===== src/rtl/pdu_pkg.sv =====
`default_nettype none
package pdu_pkg;

  localparam int TYPE_COUNT_DEF = 4;
  localparam int ADDR_W = 5;
  localparam int DATA_W = 32;
  localparam int FAC_W = 20;
  localparam int DFM_W = 17;
  localparam int PROD_W = DFM_W + FAC_W;
  localparam int RHOF_W = 32 + FAC_W;
  localparam int SPLIT = RHOF_W / 2;
  localparam int DEN_W = 32 + RHOF_W;
  localparam int M3_W = 50;
  localparam int NUM_SHIFT = 44;
  localparam int QBITS = 63;
  localparam int CBITS = 22;
  localparam logic [31:0] FOURPI_Q28 = 32'd3373259426;
  localparam logic [DFM_W-1:0] ONE_Q16 = 17'd65536;

  typedef enum logic [2:0] {
    REG_MAX_FACTOR  = 3'd0,
    REG_MIN_RADIUS  = 3'd1,
    REG_LATENT_PM   = 3'd2,
    REG_LATENT_EN   = 3'd3,
    REG_DEF_T0      = 3'd4,
    REG_DEF_T1      = 3'd5,
    REG_DEF_T2      = 3'd6,
    REG_DEF_T3      = 3'd7
  } reg_idx_t;

  typedef struct packed {
    logic [16:0] deformation;
    logic [19:0] current_factor;
    logic [1:0]  particle_type;
    logic [47:0] mass;
    logic [31:0] density;
    logic [31:0] radius;
    logic        in_group;
    logic        already_marked;
    logic        last_particle;
  } in_t;

  typedef struct packed {
    logic [31:0] new_radius;
    logic [19:0] new_factor;
    logic        resized;
    logic        mark_full;
    logic [63:0] latent_decrement;
    logic        last_out;
  } out_t;

  typedef struct packed {
    logic [19:0] max_factor;
    logic [31:0] min_radius;
    logic [15:0] latent_per_mass;
    logic        latent_enable;
  } cfg_t;

  typedef struct packed {
    logic [31:0] radius;
    logic [19:0] cur;
    logic [19:0] nf;
    logic        cond;
    logic        mark;
    logic [63:0] lat;
    logic        last;
  } side_t;

endpackage
`default_nettype wire


===== src/rtl/pdu_regs.sv =====
`default_nettype none
module pdu_regs #(
  parameter int TYPE_COUNT = pdu_pkg::TYPE_COUNT_DEF
) (
  input  wire logic                           clk,
  input  wire logic                           rst,
  input  wire logic                           psel,
  input  wire logic                           penable,
  input  wire logic                           pwrite,
  input  wire logic [pdu_pkg::ADDR_W-1:0]     paddr,
  input  wire logic [pdu_pkg::DATA_W-1:0]     pwdata,
  output logic      [pdu_pkg::DATA_W-1:0]     prdata,
  output pdu_pkg::cfg_t                       cfg,
  output logic      [TYPE_COUNT-1:0][19:0]    defaults
);
  import pdu_pkg::*;

  logic     wr;
  reg_idx_t idx;

  assign wr  = psel && penable && pwrite;
  assign idx = reg_idx_t'(paddr[ADDR_W-1:2]);

  always_ff @(posedge clk) begin
    if (rst) begin
      cfg.max_factor      <= 20'd98304;
      cfg.min_radius      <= '0;
      cfg.latent_per_mass <= '0;
      cfg.latent_enable   <= 1'b0;
      for (int i = 0; i < TYPE_COUNT; i++) defaults[i] <= 20'd65536;
    end else if (wr) begin
      unique case (idx)
        REG_MAX_FACTOR: cfg.max_factor      <= pwdata[19:0];
        REG_MIN_RADIUS: cfg.min_radius      <= pwdata;
        REG_LATENT_PM:  cfg.latent_per_mass <= pwdata[15:0];
        REG_LATENT_EN:  cfg.latent_enable   <= pwdata[0];
        default: begin
          for (int i = 0; i < TYPE_COUNT; i++)
            if (idx == reg_idx_t'(3'(int'(REG_DEF_T0) + i))) defaults[i] <= pwdata[19:0];
        end
      endcase
    end
  end

  always_comb begin
    prdata = '0;
    unique case (idx)
      REG_MAX_FACTOR: prdata = {12'b0, cfg.max_factor};
      REG_MIN_RADIUS: prdata = cfg.min_radius;
      REG_LATENT_PM:  prdata = {16'b0, cfg.latent_per_mass};
      REG_LATENT_EN:  prdata = {31'b0, cfg.latent_enable};
      default: begin
        for (int i = 0; i < TYPE_COUNT; i++)
          if (idx == reg_idx_t'(3'(int'(REG_DEF_T0) + i))) prdata = {12'b0, defaults[i]};
      end
    endcase
  end

endmodule
`default_nettype wire


===== config.mk =====
export PLATFORM = sky130hd
export DESIGN_NAME = pdu_regs
export DESIGN_NICKNAME = d
export VERILOG_FILES = /design/src/rtl/pdu_pkg.sv /design/src/rtl/pdu_regs.sv
export SDC_FILE = /design/constraint.sdc
export NUM_CORES = 1
export LEC_CHECK = 0
export BUFFER_PORTS_ARGS = -buffer_cell sky130_fd_sc_hd__clkbuf_2
export CAP_MARGIN = 25
export CORE_AREA = 4 4 137 139
export CTS_BUF_LIST = sky130_fd_sc_hd__clkbuf_16
export DETAILED_ROUTE_END_ITERATION = 10
export DIE_AREA = 0 0 141 143
export GPL_ROUTABILITY_DRIVEN = 0
export PLACE_DENSITY = 0.65
export SLEW_MARGIN = 10
export SYNTH_ARGS = -nofsm -noshare
export SYNTH_HDL_FRONTEND = slang
export SYNTH_SLANG_ARGS = --single-unit

===== constraint.sdc =====
create_clock -name clk -period 1.6 [get_ports clk]
set_clock_uncertainty 0.2 [all_clocks]
set_input_delay 0.16 -clock clk [delete_from_list [all_inputs] [get_ports clk]]
set_output_delay 0.16 -clock clk [all_outputs]
set_load 0.01 [all_outputs]

==> summary.md, run 1 <==
| Metric | Value |
|---|---|
| Outcome | `finished, violations left` |
| Failing checks | `setup timing` |
| Via-to-Cell Ratio | `~5` |
| Power Total | `a little under 9 mW` |
| IO buf count | `220` |
| Hold Crit Start | `pwdata[3]` |
| Die area | `around 20000 µm²` |
| Wire per inst | `around 19 µm` |
| Final ANT Viol Nets | `0` |
| Yosys top cell area share | `between 40% and 50%` |
| Reg2reg start | `cfg[35]$_SDFFE_PP0P_` |
| Rel. slew slack | `approximately three fifths` |
| Largest net degree at the start of global routing | `40` |
| P per Cell Area | `roughly 870 nW/µm²` |
| Fin nets | `just over 1000` |
| Vias | `6261` |
| Number of max-cap violations | `0` |
| Die Wd | `141 µm` |
| Clock period minus worst slack | `1.900 ns` |
| Worst hold stages | `3` |
| Die Span Y | `143 µm` |
| Fin. Hold Viols | `0` |
| Iteration count of the initial detailed-routing pass | `5` |
| CP Launch Point | `cfg[55]$_SDFFE_PP0P_` |
| Syn_nets | `714` |
| Clock sink count | `149` |
| Post-Route WL | `22.85 mm` |
| Hold WS | `0.02687 ns` |
| Layout cells sized above 1 | `44.10%` |
| Reg2reg setup slack | `between 0.5 and 0.6 ns` |
| Req. time, crit path | `around 1.2 ns` |
| DR iter-0 viols | `254` |
| Kind of critical path | `flop to output port` |
| CTS clk-pin slew, worst paths | `roughly 0.07 ns` |
| RSZ-0062 raised after global routing | `yes` |
| VDD IR max | `0.0007192 V` |
| Hold Crit Endpoint | `defaults[63]$_SDFFE_PP0P_` |
| Global Route Usage Sum | `between 20% and 30%` |
| Std cell rows | `between 40 and 50` |
| Worst Path Max Fanout | `3` |
| Boundary Pins | `around 220` |
| HPWL Detailed | `about 15 mm` |
| # diodes | `0` |
| Netlist Area Pre-Place | `slightly above 7000 µm²` |
| TritonCTS clock tree | `yes` |
| Core area | `~18000 µm²` |
| Initial antenna violation count | `0` |
| Async set-reset flop share out of synthesis | `0%` |
| Worst Hold Class | `input port to flop` |
| Final setup viols | `26` |
| Final period util | `118.8%` |
| First-pass GRT wire length | `between 30 and 40 mm` |
| Setup_tns | `-4.833 ns` |
| Number of global-route vias before repair | `6364` |
| Reg2Reg Depth | `4` |
| P_leak | `between 5 and 6 nW` |
| Data arrival, critical path | `around 1.5 ns` |
| Synth warn | `0` |
| Post-synth EDFFs | `0` |
| Setup WS post-layout | `-0.3003 ns` |
| Fill cells | `around 1600` |
| Max Freq | `between 500 and 600 MHz` |
| Post-synthesis cell type count | `28` |
| Synth Instances | `~670` |
| Seq/Total Area, Yosys | `between 40% and 50%` |
| Reg-to-reg endpoint | `cfg[35]$_SDFFE_PP0P_` |
| DRC errors left | `0` |
| H-tree levels | `4` |
| Placed insts | `approximately 1100` |
| Final slew viol count | `0` |
| CP Capture Type | `output port` |
| Syn Area/Cell | `roughly 11 µm²` |
| Non-Filler Instances | `about 1200` |
| Most common cell in the netlist | `mux2i_1` |
| Clock Latency Late Sink | `roughly 0.42 ns` |
| Main synth FF type | `dfxtp_1` |
| Total gr overflow | `0` |
| Synth top area cells | `dfxtp_1 42%, mux2i_1 25%, nand2b_1 13%` |
| Max clock buf depth | `2` |
| Pre-CTS setup slack | `-0.2902 ns` |
| Total CTS buffers | `17` |
| Root Driver | `clkbuf_16` |
| Worst slew pin tran | `slightly below 0.6 ns` |
| Most frequent cells after synthesis | `177 x mux2i_1, 149 x dfxtp_1, 149 x nand2b_1` |
| CP startpoint kind | `flop` |
| Area leader, netlist | `dfxtp_1` |
| Initial core utilization | `between 30% and 40%` |
| P&R area growth vs syn | `45.12%` |
| Seq cells post-synth | `between 100 and 150` |
==> where the power goes <==
part / switching, mW / leakage, nW / total, mW / internal (mW)
Sequential: 0.0239 / 1.22 / 3.76 / 3.74
Combinational: 0.423 / 3.73 / 0.826 / 0.403
Clock: 1.67 / 0.298 / 4.29 / 2.62
Total: 2.12 / 5.25 / 8.88 / 6.76
==> layout by cell type, fill, tap and decap left out, types with 15 or more instances in the layout <==
cell	count
clkbuf_2	210
mux2i_1	176
nand2b_1	147
dfxtp_1	112
buf_4	90
dfxtp_2	37
dlygate4sd3_1	32
clkbuf_16	17
a221oi_2	15
==> stage by stage <==
step	utilization (%)	cell area [µm²]
floorplan	-	7058
global placement	49.96	8822
detailed placement	49.96	8822
CTS	57.69	10190
global route	58.01	10240
finish	58.01	10240
==> critical path, cell delays in order, from the launching register on <==
cell and delay, ns:
dfxtp_2 0.33, mux2_4 0.28, a221oi_4 0.30, a221oi_2 0.05, clkbuf_2 0.16
==> layer usage <==
metal | share of wire [%] | track usage, % | up-vias
met5 | 0 | 0 | -
met4 | 1.1 | 5.456 | 0
met3 | 5.5 | 4.287 | 19
met2 | 46 | 36.37 | 216
met1 | 48 | 31.26 | 3027
li1 | - | - | 2999
==> worst max-delay path by stage <==
stage	to	slack, ns
after floorplan	prdata[11]	0.11
final	prdata[6]	-0.30
after global routing	prdata[6]	-0.34
after CTS	prdata[6]	-0.32
after global placement	prdata[2]	-0.25
after detailed placement	prdata[15]	-0.29
==> cells by family (layout without fill, tap and decap cells) <==
logic type / count (synthesis) / in the layout / share of synthesized area [%]
flops: 149 / 149 / 42.26
mux: 194 / 194 / 28.13
compound gates: 62 / 62 / 6.205
simple gates: 208 / 208 / 18.33
buf+inv: 59 / 387 / 5.070
==> state kept, by name, summed over array words and instances, names as in the netlist <==
register / flops
cfg: 69
defaults: 80
==> repair_timing <==
item                       in CTS  in global routing
setup buffers                  26                  1
hold buffers                   32                  0
pin swaps                       8                  4
setup endpoints to repair      20                 35
resized for setup              69                 16
gates cloned                    0                  1
hold endpoints to repair      129                  0
==> final cells by class <==
cell class	instances	area (µm²)	share of cell area, %
multi-input combinational	464	3945	38.52
sequential	149	3029	29.57
tap	229	286.5	2.797
clock inverter	15	202.7	1.979
inverter	1	3.754	0.03665
clock buffer	17	425.4	4.153
timing repair buffer	354	2350	22.94
(Power assumes the default switching activity.)
==> run 2, diff against run 1 <==
==> constraint.sdc (replaced) <==
create_clock -name clk -period 1.6 [get_ports clk]
set_clock_uncertainty 0.2 [all_clocks]
set_input_delay 0.16 -clock clk [delete_from_list [all_inputs] [get_ports clk]]
set_output_delay 0.16 -clock clk [all_outputs]
set_load 0.1 [all_outputs]
==> summary.md, run 2 (synthesized netlist as in run 1, its figures left out) <==
| Metric | Value |
|---|---|
| Outcome | `finished, violations left` |
| Failing checks | `setup timing` |
| Fin. Hold Viols | `0` |
| Reg2Reg Depth | `3` |
| IO buf count | `between 200 and 250` |
| Total gr overflow | `0` |
| Largest regs | `defaults: 80 flops, cfg: 69 flops` |
| Final instance area | `~12000 µm²` |
| Net Sw Frac | `27.02%` |
| Die area | `20160 µm²` |
| Global Route Usage Sum | `a little under a quarter` |
| DP Area | `approximately 11000 µm²` |
| Req. time, crit path | `between 1 and 1.5 ns` |
| Final slew viol count | `0` |
| Root Driver | `clkbuf_16` |
| DRC errors left | `0` |
| Std cell rows | `slightly below 50` |
| Reg-to-reg endpoint | `cfg[55]$_SDFFE_PP0P_` |
| Combinational cell fraction of total power | `16.2%` |
| Kind of critical path | `flop to output port` |
| Number of global-route vias before repair | `~7000` |
| Power Total | `9.177 mW` |
| Fin nets | `between 1000 and 1500` |
| First-pass GRT wire length | `roughly 38 mm` |
| Hold Crit Start | `pwdata[11]` |
| Clock Latency Late Sink | `0.41 ns` |
| Worst Path Max Fanout | `2` |
| Fill cells | `about 1300` |
| Multi-input gate area | `between 4000 and 5000 µm²` |
| Number of max-cap violations | `0` |
| Clock power frac | `45.1%` |
| P&R area growth vs syn | `68.62%` |
| Total CTS buffers | `17` |
| Post-Route WL | `23.92 mm` |
| Boundary Pins | `223` |
| Wire per inst | `approximately 19 µm` |
| Switching power | `2.480 mW` |
| Top reg by flops | `defaults` |
| Final period util | `127.4%` |
| Reg2reg start | `cfg[55]$_SDFFE_PP0P_` |
| H-tree levels | `4` |
| Final setup viols | `32` |
| Setup WS post-layout | `-0.4388 ns` |
| Reg2reg setup slack | `around 0.63 ns` |
| Clock sink count | `~150` |
| Die Wd | `141 µm` |
| Die Span Y | `about 140 µm` |
| Final ANT Viol Nets | `0` |
| CP startpoint kind | `flop` |
| Max Freq | `around 490 MHz` |
| FF/Latch Area | `3512 µm²` |
| Hold Crit Endpoint | `cfg[60]$_SDFFE_PP0P_` |
| CTS clk-pin slew, worst paths | `roughly 0.06 ns` |
| Via-to-Cell Ratio | `5.242` |
| Slowest cell on the critical path | `dfxtp_4` |
| Max reg flops | `80` |
| Initial core utilization | `39.97%` |
| P_leak | `5.637 nW` |
| CP Capture Type | `output port` |
| Data arrival, critical path | `1.68 ns` |
| # diodes | `0` |
| Cell internal pwr | `about 6.7 mW` |
| Worst hold stages | `3` |
| Iteration count of the initial detailed-routing pass | `5` |
| Core area | `about 18000 µm²` |
| CP cell instances | `mux2_4 > a221oi_4 > buf_4 > a221oi_4 > buf_12` |
| Rel. slew slack | `a little under two thirds` |
| DR iter-0 viols | `~360` |
| Worst slew pin tran | `approximately 0.55 ns` |
| Most frequent cells in the layout | `170 x mux2i_1, 148 x nand2b_1, 137 x dfxtp_4` |
| HPWL Detailed | `between 15 and 20 mm` |
| TritonCTS clock tree | `yes` |
| CP Launch Point | `cfg[50]$_SDFFE_PP0P_` |
| Clock period minus worst slack | `2.039 ns` |
| Worst Hold Class | `input port to flop` |
| RSZ-0062 raised after global routing | `yes` |
| Flop pwr share | `38.7%` |
| VDD IR max | `0.0007380 V` |
| Critical Path Max Stage Delay | `~0.34 ns` |
| Most frequent cell on the critical path | `a221oi_4` |
| Largest net degree at the start of global routing | `29` |
| Layout cells sized above 1 | `~59%` |
| Commonest non-fill, non-tap cell in the layout | `mux2i_1` |
| Max clock buf depth | `2` |
| Initial antenna violation count | `0` |
| P per Cell Area | `~770 nW/µm²` |
| Vias | `~6400` |
run 2: cell count changes in the layout (fill, tap and decap cells not counted), sizes merged:
cell         delta
buf            +97
clkinvlp        -1
inv             -2
clkinv          +3
dlygate4sd3     -2
clkbuf         -95
run 2: worst max-delay path by stage:
| stage | depth (start not counted) | slack (ns) | to |
|---|---|---|---|
| 3_3_place_gp | 4 | -0.39 | prdata[9] |
| 2_1_floorplan | 5 | -0.43 | prdata[11] |
| 4_1_cts | 5 | -0.46 | prdata[1] |
| 3_5_place_dp | 7 | -0.23 | prdata[6] |
| 6_report | 5 | -0.44 | prdata[1] |
| 5_1_grt | 5 | -0.50 | prdata[1] |
run 2: worst max-delay path, delay by kind of cell (launching register included):
| family | cells | cell delay (ns) |
|---|---|---|
| buffers and inverters | 2 | 0.35 |
| DFF | 1 | 0.34 |
| muxes | 1 | 0.28 |
| AOI/OAI and AO/OA | 2 | 0.28 |
run 2: power groups by stage:
stage	sequential, mW	combinational [mW]	clock [mW]
floorplan	3.83	0.723	0
global placement	3.63	1.35	0
detailed placement	3.63	1.38	0
CTS	3.55	1.49	4.22
global route	3.55	1.55	4.37
finish	3.55	1.49	4.14
run 2: area by class of cell:
cell class	instances	area share (%)
clock buffer	17	3.574
sequential	149	29.51
tap	229	2.407
clock inverter	15	1.566
inverter	1	0.03154
multi-input combinational	464	36.70
timing repair buffer	354	26.21
run 2: layer usage:
metal / part of all wire (%) / global-route usage [%] / up-vias
met5: 0 / 0 / -
met2: 49 / 40.37 / 223
met4: 2.5 / 8.465 / 0
met1: 43 / 29.54 / 3155
met3: 5.4 / 4.923 / 45
li1: - / - / 3019
run 2: metrics by stage:
| stage | utilization (%) | instances | setup slack, ns | hold slack (ns) | TNS, ns |
|---|---|---|---|---|---|
| 6_report | 67.40 | 1229 | -0.4388 | 0.01500 | -8.519 |
| 4_1_cts | 67.32 | 1229 | -0.4590 | 0.002620 | -8.901 |
| 2_1_floorplan | - | 672 | -0.4332 | 0.09981 | -6.679 |
| 3_5_place_dp | 59.73 | 1159 | -0.2319 | 0.2045 | -16.01 |
| 3_3_place_gp | 59.62 | 1158 | -0.3866 | 0.1984 | -14.69 |
| 5_1_grt | 67.40 | 1229 | -0.4972 | 0.02056 | -10.29 |
run 2: timing repair:
action | CTS | global route
endpoints found under the hold margin | 119 | 0
gates resized for setup | 106 | 56
gates cloned | 1 | 0
setup buffers | 7 | 0
pin swaps | 8 | 3
hold buffers | 30 | 0
setup endpoints to repair | 102 | 86
